**config.mk**
```make
export PLATFORM = sky130hd
export DESIGN_NAME = feedforward_peak_limiter_top_flat
export DESIGN_NICKNAME = d
export VERILOG_FILES = /design/src/hw/rtl/fpl_pkg.sv /design/src/hw/rtl/fpl_in_if.sv /design/src/hw/rtl/fpl_out_if.sv /design/src/hw/rtl/feedforward_peak_limiter_top.sv /design/src/flat_wrapper.sv
export VERILOG_INCLUDE_DIRS = /design/src /design/src/hw/rtl
export SDC_FILE = /design/constraint.sdc
export NUM_CORES = 2
export LEC_CHECK = 0
export ABC_AREA = 0
export ABC_CLOCK_PERIOD_IN_PS = 30500
export BUFFER_PORTS_ARGS = -buffer_cell sky130_fd_sc_hd__buf_2
export CORE_ASPECT_RATIO = 0.75
export CORE_MARGIN = 3
export CORE_UTILIZATION = 35
export CTS_CLUSTER_SIZE = 10
export DETAILED_ROUTE_END_ITERATION = 6
export GPL_ROUTABILITY_DRIVEN = 0
export PLACE_DENSITY = 0.57
export SYNTH_ARGS = -nofsm -noshare
export SYNTH_HDL_FRONTEND = slang
export SYNTH_SLANG_ARGS = --single-unit
```
**constraint.sdc**
```tcl
create_clock -name clk -period 30.5 [get_ports clk]
set_clock_uncertainty 0.15 [all_clocks]
set_input_delay 1.525 -clock clk [delete_from_list [all_inputs] [get_ports clk]]
set_output_delay 1.525 -clock clk [all_outputs]
set_load 0.1 [all_outputs]
```
**src/hw/rtl/assert_macros.svh**
```systemverilog
// ---------------------------------------------------------------------------
// assert_macros.svh
// Assertion shorthands; clocked on clk, disabled while rst_n is low.
// ---------------------------------------------------------------------------
`ifndef ASSERT_MACROS_SVH
`define ASSERT_MACROS_SVH
`ifndef SYNTH
`define ASSERT_PROP(lbl, prop, msg) \
    lbl: assert property (@(posedge clk) disable iff (!rst_n) prop) else $error(msg);
`define ASSERT_NEVER(lbl, cond, msg) \
    lbl: assert property (@(posedge clk) disable iff (!rst_n) !(cond)) else $error(msg);
`else
`define ASSERT_PROP(lbl, prop, msg)
`define ASSERT_NEVER(lbl, cond, msg)
`endif
`endif

```
**src/hw/rtl/fpl_pkg.sv**
```systemverilog
// ---------------------------------------------------------------------------
// fpl_pkg
// Constants, state type and log2/exp2 tables for the peak limiter.
// ---------------------------------------------------------------------------
package fpl_pkg;

    localparam int LOG_TABLE_BITS = 6;
    localparam int TAB_N          = 1 << LOG_TABLE_BITS;
    localparam int LOG_SH         = 23 - LOG_TABLE_BITS;
    localparam int EXP_SH         = 16 - LOG_TABLE_BITS;

    localparam logic [2:0] REG_THRESHOLD = 3'd0;
    localparam logic [2:0] REG_ATTACK    = 3'd1;
    localparam logic [2:0] REG_RELEASE   = 3'd2;
    localparam logic [2:0] REG_SLOPE     = 3'd3;
    localparam logic [2:0] REG_HEADROOM  = 3'd4;

    localparam logic [23:0] THRESHOLD_RST = 24'd4194304;
    localparam logic [23:0] ATTACK_RST    = 24'd16431500;
    localparam logic [23:0] RELEASE_RST   = 24'd16773721;
    localparam logic [15:0] SLOPE_RST     = 16'd65535;
    localparam logic [16:0] HEADROOM_RST  = 17'd65536;
    localparam logic [16:0] HEADROOM_MIN  = 17'd6554;
    localparam logic [16:0] HEADROOM_MAX  = 17'd65536;
    localparam logic [23:0] UNITY_GAIN    = 24'd8388608;

    typedef enum logic [3:0] {
        ST_IDLE, ST_MUL_A, ST_MUL_B, ST_ENV, ST_NORM, ST_LOG, ST_LOG_ACC,
        ST_SLOPE, ST_EXPI, ST_GAIN, ST_MAG_G, ST_HLO, ST_HHI, ST_FIN
    } state_t;

    typedef logic [31:0] tab_t [0:TAB_N];

    function automatic logic [63:0] frac_log2(input logic [63:0] m_in);
        logic [63:0] m;
        logic [63:0] res;
        m   = m_in;
        res = 64'd0;
        for (int k = 0; k < 16; k++)
        begin
            m   = (m * m) >> 30;
            res = res << 1;
            if (m >= (64'd1 << 31))
            begin
                res = res | 64'd1;
                m   = m >> 1;
            end
        end
        return res;
    endfunction

    function automatic logic [63:0] isqrt64(input logic [63:0] v_in);
        logic [63:0] v;
        logic [63:0] r;
        logic [63:0] b;
        v = v_in;
        r = 64'd0;
        b = 64'd1 << 62;
        for (int k = 0; k < 32; k++)
        begin
            if (v >= r + b)
            begin
                v = v - (r + b);
                r = (r >> 1) + b;
            end
            else
            begin
                r = r >> 1;
            end
            b = b >> 2;
        end
        return r;
    endfunction

    function automatic tab_t build_log();
        tab_t t;
        for (int i = 0; i < TAB_N; i++)
        begin
            t[i] = 32'(frac_log2((64'd1 << 30) + (64'(i) << (30 - LOG_TABLE_BITS))));
        end
        t[TAB_N] = 32'd65536;
        return t;
    endfunction

    function automatic tab_t build_exp();
        tab_t t;
        logic [63:0] root [0:LOG_TABLE_BITS];
        logic [63:0] e;
        root[0] = 64'd1 << 31;
        for (int k = 1; k <= LOG_TABLE_BITS; k++)
        begin
            root[k] = isqrt64(root[k-1] << 30);
        end
        for (int i = 0; i < TAB_N; i++)
        begin
            e = 64'd1 << 30;
            for (int k = 1; k <= LOG_TABLE_BITS; k++)
            begin
                if (((i >> (LOG_TABLE_BITS - k)) & 1) != 0)
                begin
                    e = (e * root[k]) >> 30;
                end
            end
            t[i] = 32'(e);
        end
        t[TAB_N] = 32'h8000_0000;
        return t;
    endfunction

    localparam tab_t LOG_TAB = build_log();
    localparam tab_t EXP_TAB = build_exp();

endpackage

```
**src/hw/rtl/fpl_in_if.sv**
```systemverilog
// ---------------------------------------------------------------------------
// fpl_in_if
// Sample request channel into the limiter.
// ---------------------------------------------------------------------------
interface fpl_in_if;
    logic               valid;
    logic               ready;
    logic signed [23:0] sample_in;
    logic               last_in_block;

    modport source (output valid, output sample_in, output last_in_block, input ready);
    modport sink   (input valid, input sample_in, input last_in_block, output ready);
endinterface

```
**src/hw/rtl/fpl_out_if.sv**
```systemverilog
// ---------------------------------------------------------------------------
// fpl_out_if
// Result request channel out of the limiter.
// ---------------------------------------------------------------------------
interface fpl_out_if;
    logic               valid;
    logic               ready;
    logic signed [23:0] sample_out;
    logic               reducing;

    modport source (output valid, output sample_out, output reducing, input ready);
    modport sink   (input valid, input sample_out, input reducing, output ready);
endinterface

```
**src/hw/rtl/feedforward_peak_limiter_top.sv**
```systemverilog
// ---------------------------------------------------------------------------
// feedforward_peak_limiter_top
// Feedforward peak limiter with attack/release envelope and log-domain gain.
// ---------------------------------------------------------------------------
// When the envelope is at or below threshold, unity gain is applied and a sample
// goes from the envelope multiplies and update straight to the output multiplies.
// With gain reduction it also takes the log, slope and exp steps. The
// envelope and threshold are each normalised by a one-bit-per-cycle shifter,
// and every product goes through a single shared 25x25
// multiplier with a registered output. A new sample is taken only in idle; a
// finished result waits in the output register while the next sample is taken,
// and a held output stalls the following sample in its last cycle.
`include "assert_macros.svh"

module feedforward_peak_limiter_top
(
    input  logic        clk,
    input  logic        rst_n,
    input  logic        cfg_we,
    input  logic [2:0]  cfg_index,
    input  logic [23:0] cfg_data,
    fpl_in_if.sink      din,
    fpl_out_if.source   dout
);

    fpl_pkg::state_t state_reg, state_next;

    logic [23:0] threshold_reg, attack_reg, release_reg;
    logic [15:0] slope_reg;
    logic [16:0] headroom_reg;
    logic [23:0] envelope_reg, envelope_next;

    logic        neg_reg, neg_next;
    logic        last_reg, last_next;
    logic [24:0] mag_reg, mag_next;
    logic [23:0] c_reg, c_next;
    logic [47:0] acc_reg, acc_next;
    logic [49:0] prod_reg;
    logic [23:0] x_reg, x_next;
    logic [4:0]  p_reg, p_next;
    logic        sel_reg, sel_next;
    logic [31:0] lo_reg, lo_next;
    logic [20:0] le_reg, le_next;
    logic [20:0] d_reg, d_next;
    logic [4:0]  rint_reg, rint_next;
    logic [23:0] gain_reg, gain_next;
    logic        red_reg, red_next;
    logic [22:0] pghi_reg, pghi_next;

    logic        out_valid_reg, out_valid_next;
    logic [23:0] out_data_reg, out_data_next;
    logic        out_red_reg, out_red_next;

    logic [24:0] mul_a, mul_b;
    logic [23:0] thr;
    logic [16:0] h;

    // shared multiplier, registered
    always_ff @(posedge clk)
    begin
        prod_reg <= mul_a * mul_b;
    end

    assign thr = (threshold_reg == 24'd0) ? 24'd1 : threshold_reg;
    assign h   = (headroom_reg < fpl_pkg::HEADROOM_MIN) ? fpl_pkg::HEADROOM_MIN :
                 (headroom_reg > fpl_pkg::HEADROOM_MAX) ? fpl_pkg::HEADROOM_MAX :
                 headroom_reg;

    assign din.ready       = (state_reg == fpl_pkg::ST_IDLE);
    assign dout.valid      = out_valid_reg;
    assign dout.sample_out = out_data_reg;
    assign dout.reducing   = out_red_reg;

    always_ff @(posedge clk or negedge rst_n)
    begin
        if (!rst_n)
        begin
            threshold_reg <= fpl_pkg::THRESHOLD_RST;
            attack_reg    <= fpl_pkg::ATTACK_RST;
            release_reg   <= fpl_pkg::RELEASE_RST;
            slope_reg     <= fpl_pkg::SLOPE_RST;
            headroom_reg  <= fpl_pkg::HEADROOM_RST;
        end
        else if (cfg_we)
        begin
            case (cfg_index)
                fpl_pkg::REG_THRESHOLD: threshold_reg <= cfg_data;
                fpl_pkg::REG_ATTACK:    attack_reg    <= cfg_data;
                fpl_pkg::REG_RELEASE:   release_reg   <= cfg_data;
                fpl_pkg::REG_SLOPE:     slope_reg     <= cfg_data[15:0];
                fpl_pkg::REG_HEADROOM:  headroom_reg  <= cfg_data[16:0];
                default: ;
            endcase
        end
    end

    always_ff @(posedge clk or negedge rst_n)
    begin
        if (!rst_n)
        begin
            state_reg     <= fpl_pkg::ST_IDLE;
            envelope_reg  <= 24'd0;
            out_valid_reg <= 1'b0;
        end
        else
        begin
            state_reg     <= state_next;
            envelope_reg  <= envelope_next;
            out_valid_reg <= out_valid_next;
        end
    end

    always_ff @(posedge clk)
    begin
        neg_reg      <= neg_next;
        last_reg     <= last_next;
        mag_reg      <= mag_next;
        c_reg        <= c_next;
        acc_reg      <= acc_next;
        x_reg        <= x_next;
        p_reg        <= p_next;
        sel_reg      <= sel_next;
        lo_reg       <= lo_next;
        le_reg       <= le_next;
        d_reg        <= d_next;
        rint_reg     <= rint_next;
        gain_reg     <= gain_next;
        red_reg      <= red_next;
        pghi_reg     <= pghi_next;
        out_data_reg <= out_data_next;
        out_red_reg  <= out_red_next;
    end

    always_comb
    begin
        logic [24:0] mag_in;
        logic [48:0] env_sum;
        logic [23:0] env;
        logic [fpl_pkg::LOG_TABLE_BITS-1:0] lidx;
        logic [31:0] llo, lhi, ldiff;
        logic [20:0] lval;
        logic [20:0] rval;
        logic [16:0] u;
        logic [16-fpl_pkg::EXP_SH:0] eidx;
        logic [31:0] elo, ehi, ediff;
        logic [31:0] e;
        logic [5:0]  sft;
        logic [32:0] rnd, g;
        logic [63:0] total;
        logic [24:0] q;
        logic [23:0] lim;

        state_next     = state_reg;
        envelope_next  = envelope_reg;
        neg_next       = neg_reg;
        last_next      = last_reg;
        mag_next       = mag_reg;
        c_next         = c_reg;
        acc_next       = acc_reg;
        x_next         = x_reg;
        p_next         = p_reg;
        sel_next       = sel_reg;
        lo_next        = lo_reg;
        le_next        = le_reg;
        d_next         = d_reg;
        rint_next      = rint_reg;
        gain_next      = gain_reg;
        red_next       = red_reg;
        pghi_next      = pghi_reg;
        out_valid_next = out_valid_reg && !dout.ready;
        out_data_next  = out_data_reg;
        out_red_next   = out_red_reg;
        mul_a          = 25'd0;
        mul_b          = 25'd0;

        mag_in  = din.sample_in[23] ? (25'd16777216 - {1'b0, din.sample_in}) :
                  {1'b0, din.sample_in};
        env_sum = 49'(acc_reg) + 49'(prod_reg[47:0]) + 49'd8388608;
        env     = env_sum[47:24];
        lidx    = x_reg[22 -: fpl_pkg::LOG_TABLE_BITS];
        llo     = fpl_pkg::LOG_TAB[lidx];
        lhi     = fpl_pkg::LOG_TAB[32'(lidx) + 1];
        ldiff   = (lhi > llo) ? (lhi - llo) : 32'd0;
        lval    = 21'({p_reg, 16'd0}) + 21'(lo_reg) + 21'(prod_reg[49:fpl_pkg::LOG_SH]);
        rval    = 21'((prod_reg[36:0] + 37'd32768) >> 16);
        u       = 17'd65536 - {1'b0, rval[15:0]};
        eidx    = u[16:fpl_pkg::EXP_SH];
        if (eidx >= (16 - fpl_pkg::EXP_SH + 1)'(fpl_pkg::TAB_N))
        begin
            elo   = fpl_pkg::EXP_TAB[fpl_pkg::TAB_N];
            ediff = 32'd0;
        end
        else
        begin
            elo   = fpl_pkg::EXP_TAB[eidx[fpl_pkg::LOG_TABLE_BITS-1:0]];
            ehi   = fpl_pkg::EXP_TAB[32'(eidx) + 1];
            ediff = (ehi > elo) ? (ehi - elo) : 32'd0;
        end
        ehi     = 32'd0;
        e       = lo_reg + 32'(prod_reg[49:fpl_pkg::EXP_SH]);
        sft     = 6'd8 + {1'b0, rint_reg};
        rnd     = 33'd1 << (sft - 6'd1);
        g       = ({1'b0, e} + rnd) >> sft;
        total   = (64'(prod_reg[40:0]) << 24) + 64'(acc_reg[40:0]) + (64'd1 << 38);
        q       = total[63:39];
        lim     = {h, 7'd0};

        unique case (state_reg)
            fpl_pkg::ST_IDLE:
            begin
                if (din.valid)
                begin
                    neg_next   = din.sample_in[23];
                    last_next  = din.last_in_block;
                    mag_next   = mag_in;
                    c_next     = (mag_in > {1'b0, envelope_reg}) ? attack_reg : release_reg;
                    state_next = fpl_pkg::ST_MUL_A;
                end
            end
            fpl_pkg::ST_MUL_A:
            begin
                mul_a      = {1'b0, c_reg};
                mul_b      = {1'b0, envelope_reg};
                state_next = fpl_pkg::ST_MUL_B;
            end
            fpl_pkg::ST_MUL_B:
            begin
                mul_a      = 25'd16777216 - {1'b0, c_reg};
                mul_b      = mag_reg;
                acc_next   = prod_reg[47:0];
                state_next = fpl_pkg::ST_ENV;
            end
            fpl_pkg::ST_ENV:
            begin
                envelope_next = last_reg ? 24'd0 : env;
                if (env > thr)
                begin
                    x_next     = env;
                    p_next     = 5'd23;
                    sel_next   = 1'b0;
                    state_next = fpl_pkg::ST_NORM;
                end
                else
                begin
                    gain_next  = fpl_pkg::UNITY_GAIN;
                    red_next   = 1'b0;
                    state_next = fpl_pkg::ST_MAG_G;
                end
            end
            fpl_pkg::ST_NORM:
            begin
                if (x_reg[23] || (p_reg == 5'd0))
                begin
                    state_next = fpl_pkg::ST_LOG;
                end
                else
                begin
                    x_next = {x_reg[22:0], 1'b0};
                    p_next = p_reg - 5'd1;
                end
            end
            fpl_pkg::ST_LOG:
            begin
                mul_a      = 25'(ldiff);
                mul_b      = 25'(x_reg[fpl_pkg::LOG_SH-1:0]);
                lo_next    = llo;
                state_next = fpl_pkg::ST_LOG_ACC;
            end
            fpl_pkg::ST_LOG_ACC:
            begin
                if (!sel_reg)
                begin
                    le_next    = lval;
                    x_next     = thr;
                    p_next     = 5'd23;
                    sel_next   = 1'b1;
                    state_next = fpl_pkg::ST_NORM;
                end
                else
                begin
                    d_next     = (le_reg > lval) ? (le_reg - lval) : 21'd0;
                    state_next = fpl_pkg::ST_SLOPE;
                end
            end
            fpl_pkg::ST_SLOPE:
            begin
                mul_a      = {4'd0, d_reg};
                mul_b      = {9'd0, slope_reg};
                state_next = fpl_pkg::ST_EXPI;
            end
            fpl_pkg::ST_EXPI:
            begin
                mul_a      = 25'(ediff);
                mul_b      = 25'(u[fpl_pkg::EXP_SH-1:0]);
                lo_next    = elo;
                rint_next  = rval[20:16];
                state_next = fpl_pkg::ST_GAIN;
            end
            fpl_pkg::ST_GAIN:
            begin
                gain_next  = (sft >= 6'd40) ? 24'd0 : g[23:0];
                red_next   = ((sft >= 6'd40) ? 24'd0 : g[23:0]) < fpl_pkg::UNITY_GAIN;
                state_next = fpl_pkg::ST_MAG_G;
            end
            fpl_pkg::ST_MAG_G:
            begin
                mul_a      = mag_reg;
                mul_b      = {1'b0, gain_reg};
                state_next = fpl_pkg::ST_HLO;
            end
            fpl_pkg::ST_HLO:
            begin
                mul_a      = {1'b0, prod_reg[23:0]};
                mul_b      = {8'd0, h};
                pghi_next  = prod_reg[46:24];
                state_next = fpl_pkg::ST_HHI;
            end
            fpl_pkg::ST_HHI:
            begin
                mul_a      = {2'd0, pghi_reg};
                mul_b      = {8'd0, h};
                acc_next   = prod_reg[47:0];
                state_next = fpl_pkg::ST_FIN;
            end
            fpl_pkg::ST_FIN:
            begin
                // keep the high partial product in place while the output is held
                mul_a      = {2'd0, pghi_reg};
                mul_b      = {8'd0, h};
                if (!out_valid_reg || dout.ready)
                begin
                    if (q > {1'b0, lim})
                    begin
                        q = {1'b0, lim};
                    end
                    if (neg_reg)
                    begin
                        out_data_next = 24'd0 - q[23:0];
                    end
                    else
                    begin
                        out_data_next = (q > 25'h7FFFFF) ? 24'h7FFFFF : q[23:0];
                    end
                    out_red_next   = red_reg;
                    out_valid_next = 1'b1;
                    state_next     = fpl_pkg::ST_IDLE;
                end
            end
            default:
            begin
                state_next = fpl_pkg::ST_IDLE;
            end
        endcase
    end

    `ASSERT_NEVER(a_env_range, envelope_reg > fpl_pkg::UNITY_GAIN, "envelope above full scale")
    `ASSERT_NEVER(a_gain_range, (state_reg == fpl_pkg::ST_MAG_G) && (gain_reg > fpl_pkg::UNITY_GAIN), "gain above unity")
    `ASSERT_PROP(a_accept_start, (din.valid && din.ready) |=> (state_reg == fpl_pkg::ST_MUL_A), "accepted request did not start")
    `ASSERT_PROP(a_red_gain, ((state_reg == fpl_pkg::ST_MAG_G) && red_reg) |-> (gain_reg < fpl_pkg::UNITY_GAIN), "reducing flag without gain below one")

endmodule
```
**src/flat_wrapper.sv**
```systemverilog
// flat-port wrapper written by rule: the top's interface ports become plain ports
module feedforward_peak_limiter_top_flat 
  (clk, rst_n, cfg_we, cfg_index, cfg_data, din_valid, din_sample_in, din_last_in_block, din_ready, dout_valid, dout_sample_out, dout_reducing, dout_ready);
  fpl_in_if din_i ();
  fpl_out_if dout_i ();
  input  logic clk;
  input  logic rst_n;
  input  logic cfg_we;
  input  logic [2:0] cfg_index;
  input  logic [23:0] cfg_data;
  input wire logic [$bits(din_i.valid)-1:0] din_valid;
  input wire logic [$bits(din_i.sample_in)-1:0] din_sample_in;
  input wire logic [$bits(din_i.last_in_block)-1:0] din_last_in_block;
  output wire logic [$bits(din_i.ready)-1:0] din_ready;
  output wire logic [$bits(dout_i.valid)-1:0] dout_valid;
  output wire logic [$bits(dout_i.sample_out)-1:0] dout_sample_out;
  output wire logic [$bits(dout_i.reducing)-1:0] dout_reducing;
  input wire logic [$bits(dout_i.ready)-1:0] dout_ready;
  assign din_i.valid = din_valid;
  assign din_i.sample_in = din_sample_in;
  assign din_i.last_in_block = din_last_in_block;
  assign din_ready = din_i.ready;
  assign dout_valid = dout_i.valid;
  assign dout_sample_out = dout_i.sample_out;
  assign dout_reducing = dout_i.reducing;
  assign dout_i.ready = dout_ready;
  feedforward_peak_limiter_top u_core (.clk(clk), .rst_n(rst_n), .cfg_we(cfg_we), .cfg_index(cfg_index), .cfg_data(cfg_data), .din(din_i), .dout(dout_i));
endmodule
```
# [Word-level counts from Yosys, hierarchy flattened]
# Memory sizes are Yosys's and may differ from the RTL's.
# Index checks and enable logic that the tools add are counted.
[word_totals] rom_bits=16384 output_inout_bits=27 ff_bits=463 memories=4
[op_classes] n_bitwise=5 n_reduce_logical=29 addsub=21 muxes=49 multipliers=1 shifts=2 order_cmp=16 eq_ne=24
[mem_list] name="(no name shown)" depth=128 width=32 read_ports=1 rd_clocked_by_memory_dff=0 write_ports=0 line="feedforward_peak_limiter_top.sv:181" source="llo = fpl_pkg::LOG_TAB[lidx];"
[mem_list] name="(no name shown)" depth=128 width=32 read_ports=1 rd_clocked_by_memory_dff=0 write_ports=0 line="feedforward_peak_limiter_top.sv:182" source="lhi = fpl_pkg::LOG_TAB[32'(lidx) + 1];"
[mem_list] name="(no name shown)" depth=128 width=32 read_ports=1 rd_clocked_by_memory_dff=0 write_ports=0 line="feedforward_peak_limiter_top.sv:195" source="elo = fpl_pkg::EXP_TAB[eidx[fpl_pkg::LOG_TABLE_BITS-1:0]];"
[mem_list] name="(no name shown)" depth=128 width=32 read_ports=1 rd_clocked_by_memory_dff=0 write_ports=0 line="feedforward_peak_limiter_top.sv:196" source="ehi = fpl_pkg::EXP_TAB[32'(eidx) + 1];"
[op_table] operator="32-bit 2-to-1 mux" count=9
[op_table] operator="24-bit 2-to-1 mux" count=10
[op_table] operator="25-bit case mux with 8 select lines" count=1
[op_table] operator="25-bit 2-to-1 mux" count=7
[op_table] operator="25-bit case mux with 7 select lines" count=1
[op_table] operator="24-bit case mux with 3 select lines" count=1
[op_table] operator="33-bit by 8-bit greater-or-equal comparator with 1-bit output, second input constant" count=2
[op_table] operator="32-bit NOT with 33-bit output" count=2
[op_table] operator="64-bit by 39-bit adder with 64-bit output, second input constant" count=1
[op_table] operator="64-bit by 41-bit adder with 64-bit output" count=1
[op_table] operator="32-bit greater-than comparator" count=2
[op_table] operator="32-bit case mux with 2 select lines" count=1
[op_table] operator="4-bit case mux with 14 select lines" count=1
[op_table] operator="25-bit by 24-bit greater-than comparator with 1-bit output" count=2
[op_table] operator="25-bit by 24-bit subtractor with 25-bit output, first input constant" count=2
[op_table] operator="25-bit subtractor" count=2
[op_table] operator="48-bit by 24-bit adder with 48-bit output, second input constant" count=1
[op_table] operator="48-bit adder" count=1
[op_table] operator="25-bit by 25-bit multiplier with 48-bit output" count=1
[op_table] operator="24-bit case mux with 2 select lines" count=1
[op_table] operator="21-bit adder" count=2
[op_table] operator="37-bit by 16-bit adder with 37-bit output, second input constant" count=1
[op_table] operator="17-bit 2-to-1 mux" count=2
[op_table] operator="32-bit by 33-bit adder with 33-bit output" count=1
[op_table] operator="other kinds (51)" count=92

# [Logic depth before layout (Yosys ltp)]
[depth] depth_word=12 depth_mapped=67 ltp_nobuf=58

# [Least setup slack after synthesis]
# OpenSTA, ideal clock, no wires.
[synth_timing] path_kind="register -> register" startpoint="register u_core.prod_reg[17]" endpoint="register u_core.prod_reg[46]" path_stages_with_launch=65 t_required_ns=30.278 setup_ns=0.072 slack_ns=14.911 t_arrival_ns=15.367 cell_sequence="dfxtp_1 -> buf_2 -> and3_1 -> clkbuf_1 -> a311oi_1 -> o311ai_1 -> mux2i_1 -> xor2_1 -> clkbuf_1 -> clkbuf_1 -> buf_1 -> inv_1 -> ha_1 -> clkbuf_1 -> inv_1 -> ha_1 -> clkbuf_1 -> clkbuf_1 -> [... 29 more ...] -> fa_1 -> fa_1 -> inv_1 -> fa_1 -> inv_1 -> ha_1 -> and3_1 -> o21a_1 -> and3_1 -> o31a_1 -> a311oi_1 -> a21oi_1 -> a32oi_1 -> a2111oi_0 -> o21a_1 -> o21a_1 -> o41ai_1 -> xnor2_1"
[synth_via] elab_chain_len=12
[synth_rtl] element="from (decl)" line="feedforward_peak_limiter_top.sv:38" source="logic [49:0] prod_reg;"
[synth_rtl] element="from (signal assigned)" line="feedforward_peak_limiter_top.sv:61" source="prod_reg <= mul_a * mul_b;"
[synth_rtl] element="37-bit by 16-bit adder with 37-bit output" line="feedforward_peak_limiter_top.sv:185" source="rval = 21'((prod_reg[36:0] + 37'd32768) >> 16);"
[synth_rtl] element="17-bit by 16-bit subtractor with 17-bit output" line="feedforward_peak_limiter_top.sv:186" source="u = 17'd65536 - {1'b0, rval[15:0]};"
[synth_rtl] element="7-bit by 1-bit adder with 8-bit output" line="feedforward_peak_limiter_top.sv:196"
[synth_rtl] element="32-bit NOT with 33-bit output (not written as such)" line="feedforward_peak_limiter_top.sv:196"
[synth_rtl] element="memory read 128 x 32 bit"
[synth_rtl] element="32-bit 2-to-1 mux (not written as such) (2 in a row)" line="feedforward_peak_limiter_top.sv:196"
[synth_rtl] element="32-bit greater-than comparator / 25-bit subtractor (equally long branches)" line="feedforward_peak_limiter_top.sv:197" source="ediff = (ehi > elo) ? (ehi - elo) : 32'd0;"
[synth_rtl] element="25-bit 2-to-1 mux" line="feedforward_peak_limiter_top.sv:197"
[synth_rtl] element="25-bit 2-to-1 mux" line="feedforward_peak_limiter_top.sv:188" source="if (eidx >= (16 - fpl_pkg::EXP_SH + 1)'(fpl_pkg::TAB_N))"
[synth_rtl] element="25-bit case mux with 8 select lines" line="feedforward_peak_limiter_top.sv:208" source="unique case (state_reg)"
[synth_rtl] element="25-bit by 25-bit multiplier with 48-bit output *" line="feedforward_peak_limiter_top.sv:61"
# Mark *: on every way between the ends. The rest lies on a longest branch, timed or not. The select of a mux whose other input is x is not followed.
# A chain may end at the register's enable or synchronous reset.

# [Final worst setup path]
[layout_timing] startpoint="register u_core.prod_reg[18]" endpoint="register u_core.prod_reg[46]"
# The elaborated chain is that of the path after synthesis.

==> qor.csv <==
stage;metric;value;unit
synthesis;Distinct cells, synth;101;
drt;number of antenna-violating nets in the routed design;0;
synthesis;mapped cell area;62300;um2
worst_setup_path;Worst R2R End;u_core.prod_reg[46]$_DFF_P_;
run;total of max-cap violations;0;
synthesis;cell taking the most area after synthesis;fa_1;
worst_setup_path;arrival time of data at the critical path endpoint;19680;ps
final_layout;fraction of final layout cells sized beyond drive strength 1;8.05;%
cts;count of hold-fix buffers inserted at cts;0;
cts;number of H-tree levels;2;
floorplan;horizontal die dimension;493;um
synthesis;post-synthesis area per instance;8.48;um2
global_routing;overall overflow remaining after global route;0;
final_layout;fill cell count;17969;
timing;post-route setup TNS;0;ps
worst_setup_path;Critical Path Max Stage Delay;1110;ps
hold_path;hold crit path type;flip-flop to flip-flop;
synthesis;sequential fraction of the synthesis area;20.6;%
synthesis;number of storage elements in the synthesis netlist;463;
status;result of the run;finished, violations left;
worst_setup_path;most used cell along the critical path;fa_1;
synthesis;net count after synthesis;8528;
timing;final critical-path share of the clock period;63.3;%
worst_setup_path;kind of start point of the critical path;flip-flop;
global_routing;overall fraction of global-route tracks in use;27.7;%
floorplan;number of core rows;133;
timing;max frequency;51.8;MHz
worst_setup_path;Required @ worst endpoint;30860;ps
global_routing;vias in the first global route;54787;
timing;setup repair after global routing missed its margin;no;
cts;Root Driver;clkbuf_16;
placed_design;placed wire-length estimate;204000;um
worst_setup_path;RR Startpoint;u_core.prod_reg[18]$_DFF_P_;
cts;clock insertion delay at the later pin of the skew report;670;ps
worst_setup_path;critical path capture point type;flip-flop;
synthesis;most instantiated library cell after synthesis;nand2_1;
synthesis;area share of the largest cell type after synthesis;17.2;%
drt;Pre-Repair DR Iteration Count;7;
global_routing;largest net degree at the start of global routing;86;
cts;CTS Buf Count;53;
drt;1st-iter DRT viols;9451;
status;violations in the final reports;DRC;
cts;Clock Pin Slew Worst Setup and Hold Paths;70;ps
final_layout;Layout Nets;8404;
hold_path;start point of the worst hold path;u_core.red_reg$_SDFFCE_PN0P_;
drt;post-detailed-routing wire length;261000;um
worst_setup_path;crit path max fanout;50;
global_routing;antenna violations before repair;19;
timing;worst slew margin relative to its limit;5.91;%
floorplan;vertical extent of the die;371;um
timing;Min Clock Period, post-route;19310;ps
floorplan;placeable core region;176000;um2
timing;max-slew violation count;0;
cts;post-cts resize count;0;
synthesis;gate count of the mapped netlist;7346;
cts;CTS sink count;463;
worst_setup_path;Critical-path top delay cell;clkinv_1;
synthesis;number of enable flip-flop cells after synthesis;281;
floorplan;die area;183000;um2
drt;WL per Instance;27.1;um
synthesis;synthesis warning total;0;
drt;number of remaining DRC errors;204;
timing;Tightest Pin Transition;1400;ps
synthesis;Commonest cells post-synth;nand2_1 (912), inv_1 (825), ha_1 (591);
cts;clock tree buffer depth;3;
cts;buffers inserted by post-CTS timing repair;0;
hold_path;number of cells on the worst hold path;0;
hold_path;endpoint of the worst hold path;u_core.dout.reducing$_DFFE_PP_;
drt;number of vias in the routed layout;59053;
worst_setup_path;path depth of the worst reg2reg path;54;
global_routing;wire length of the first global-routing pass;378000;um
cts;clock tree from TritonCTS;yes;
timing;Final setup viols;0;
synthesis;fraction of synthesis flops using an asynchronous set or reset pin;28.9;%
worst_setup_path;register-to-register setup slack;11190;ps
floorplan;boundary pin count;84;
timing;Hold Fails Final Rpt;0;
synthesis;cell types occupying the most area after synthesis;fa_1 (17%), edfxtp_1 (14%), ha_1 (12%), nand2_1 (5.5%), inv_1 (5.0%);
drt;drt via density;6.13;
worst_setup_path;Setup CP Type;flip-flop to flip-flop;
synthesis;flip-flop cell with the highest count after synthesis;edfxtp_1;
final_layout;relative area change from synthesis to final layout;7.91;%
placed_design;input/output buffers;83;
floorplan;effective utilization at floorplan;35.4;%
==> metrics by stage <==
stage,hold WS (ps),utilization (%),instances,instance area (um2),setup WS (ps)
4_1_cts,276,38.2,9629,67200,11780
5_1_grt,291,38.2,9630,67200,10540
6_report,273,38.2,9639,67200,11190
3_5_place_dp,263,37.3,9529,65600,11890
3_3_place_gp,252,37.3,9529,65600,12230
2_1_floorplan,250,-,7346,62300,14910
==> final cells by class <==
class	count	area, um2	area share [%]
multi-input cells	5631	45100	67.2
flip-flops and latches	463	12800	19.1
inverters	834	3130	4.66
well taps	2362	2960	4.40
repair buffers	239	1590	2.37
clock buffers	95	1500	2.24
clock inverters	5	51.3	0.0763
diodes	10	25.0	0.0372
==> critical path, delay by kind of cell, from the launching register on <==
family | cells | cell delay [ps]
multiplexers | 1 | 510
flip-flops | 1 | 830
AO/OA/AOI/OAI | 20 | 5680
adder cells (fa/ha/maj) | 12 | 6110
AND/OR/NAND/NOR | 7 | 2360
XOR/XNOR | 2 | 260
buffers and inverters | 12 | 3100
==> per-layer routing <==
metal	wire length (um)	track usage, %
met4	11700	9.52
met5	565	1.61
met2	94000	34.7
met3	42900	13.6
met1	112000	39.9
==> placed cells by master (no fill, tap or decap), types with 82 or more instances in the layout <==
| master | instances |
|---|---|
| mux2_2 | 112 |
| nor2_1 | 583 |
| ha_1 | 590 |
| buf_4 | 156 |
| xnor2_1 | 195 |
| a21o_1 | 105 |
| xor2_1 | 88 |
| o211ai_1 | 85 |
| buf_2 | 82 |
| fa_1 | 534 |
| inv_1 | 825 |
| nor3_1 | 155 |
| o21ai_0 | 361 |
| nand3_1 | 135 |
| dfrtp_1 | 85 |
| a21oi_1 | 416 |
| nand2_1 | 911 |
| and2_1 | 125 |
| edfxtp_1 | 281 |
==> worst max-delay path by stage <==
stage,from,endpoint,slack [ps]
after global placement,u_core.prod_reg[18]$_DFF_P_,u_core.prod_reg[46]$_DFF_P_,12230
after CTS,u_core.prod_reg[18]$_DFF_P_,u_core.prod_reg[46]$_DFF_P_,11780
final,u_core.prod_reg[18]$_DFF_P_,u_core.prod_reg[46]$_DFF_P_,11190
after floorplan,u_core.prod_reg[17]$_DFF_P_,u_core.prod_reg[46]$_DFF_P_,14910
after detailed placement,u_core.prod_reg[18]$_DFF_P_,u_core.prod_reg[46]$_DFF_P_,11890
after global routing,u_core.prod_reg[18]$_DFF_P_,u_core.prod_reg[47]$_DFF_P_,10540
==> logic make-up after synthesis <==
kind of cell | share of synthesized area, %
muxes | 3.12
and+or+nand+nor | 16.4
AOI/OAI and AO/OA | 19.0
other | 0.00602
DFF | 20.6
xor gates and xnor gates | 4.20
buffers and inverters | 7.62
adders and majority gates | 29.0
Power is left out: the tool's default activity adds up to more than one toggle a clock period on the data nets, which glitch-free logic cannot reach.
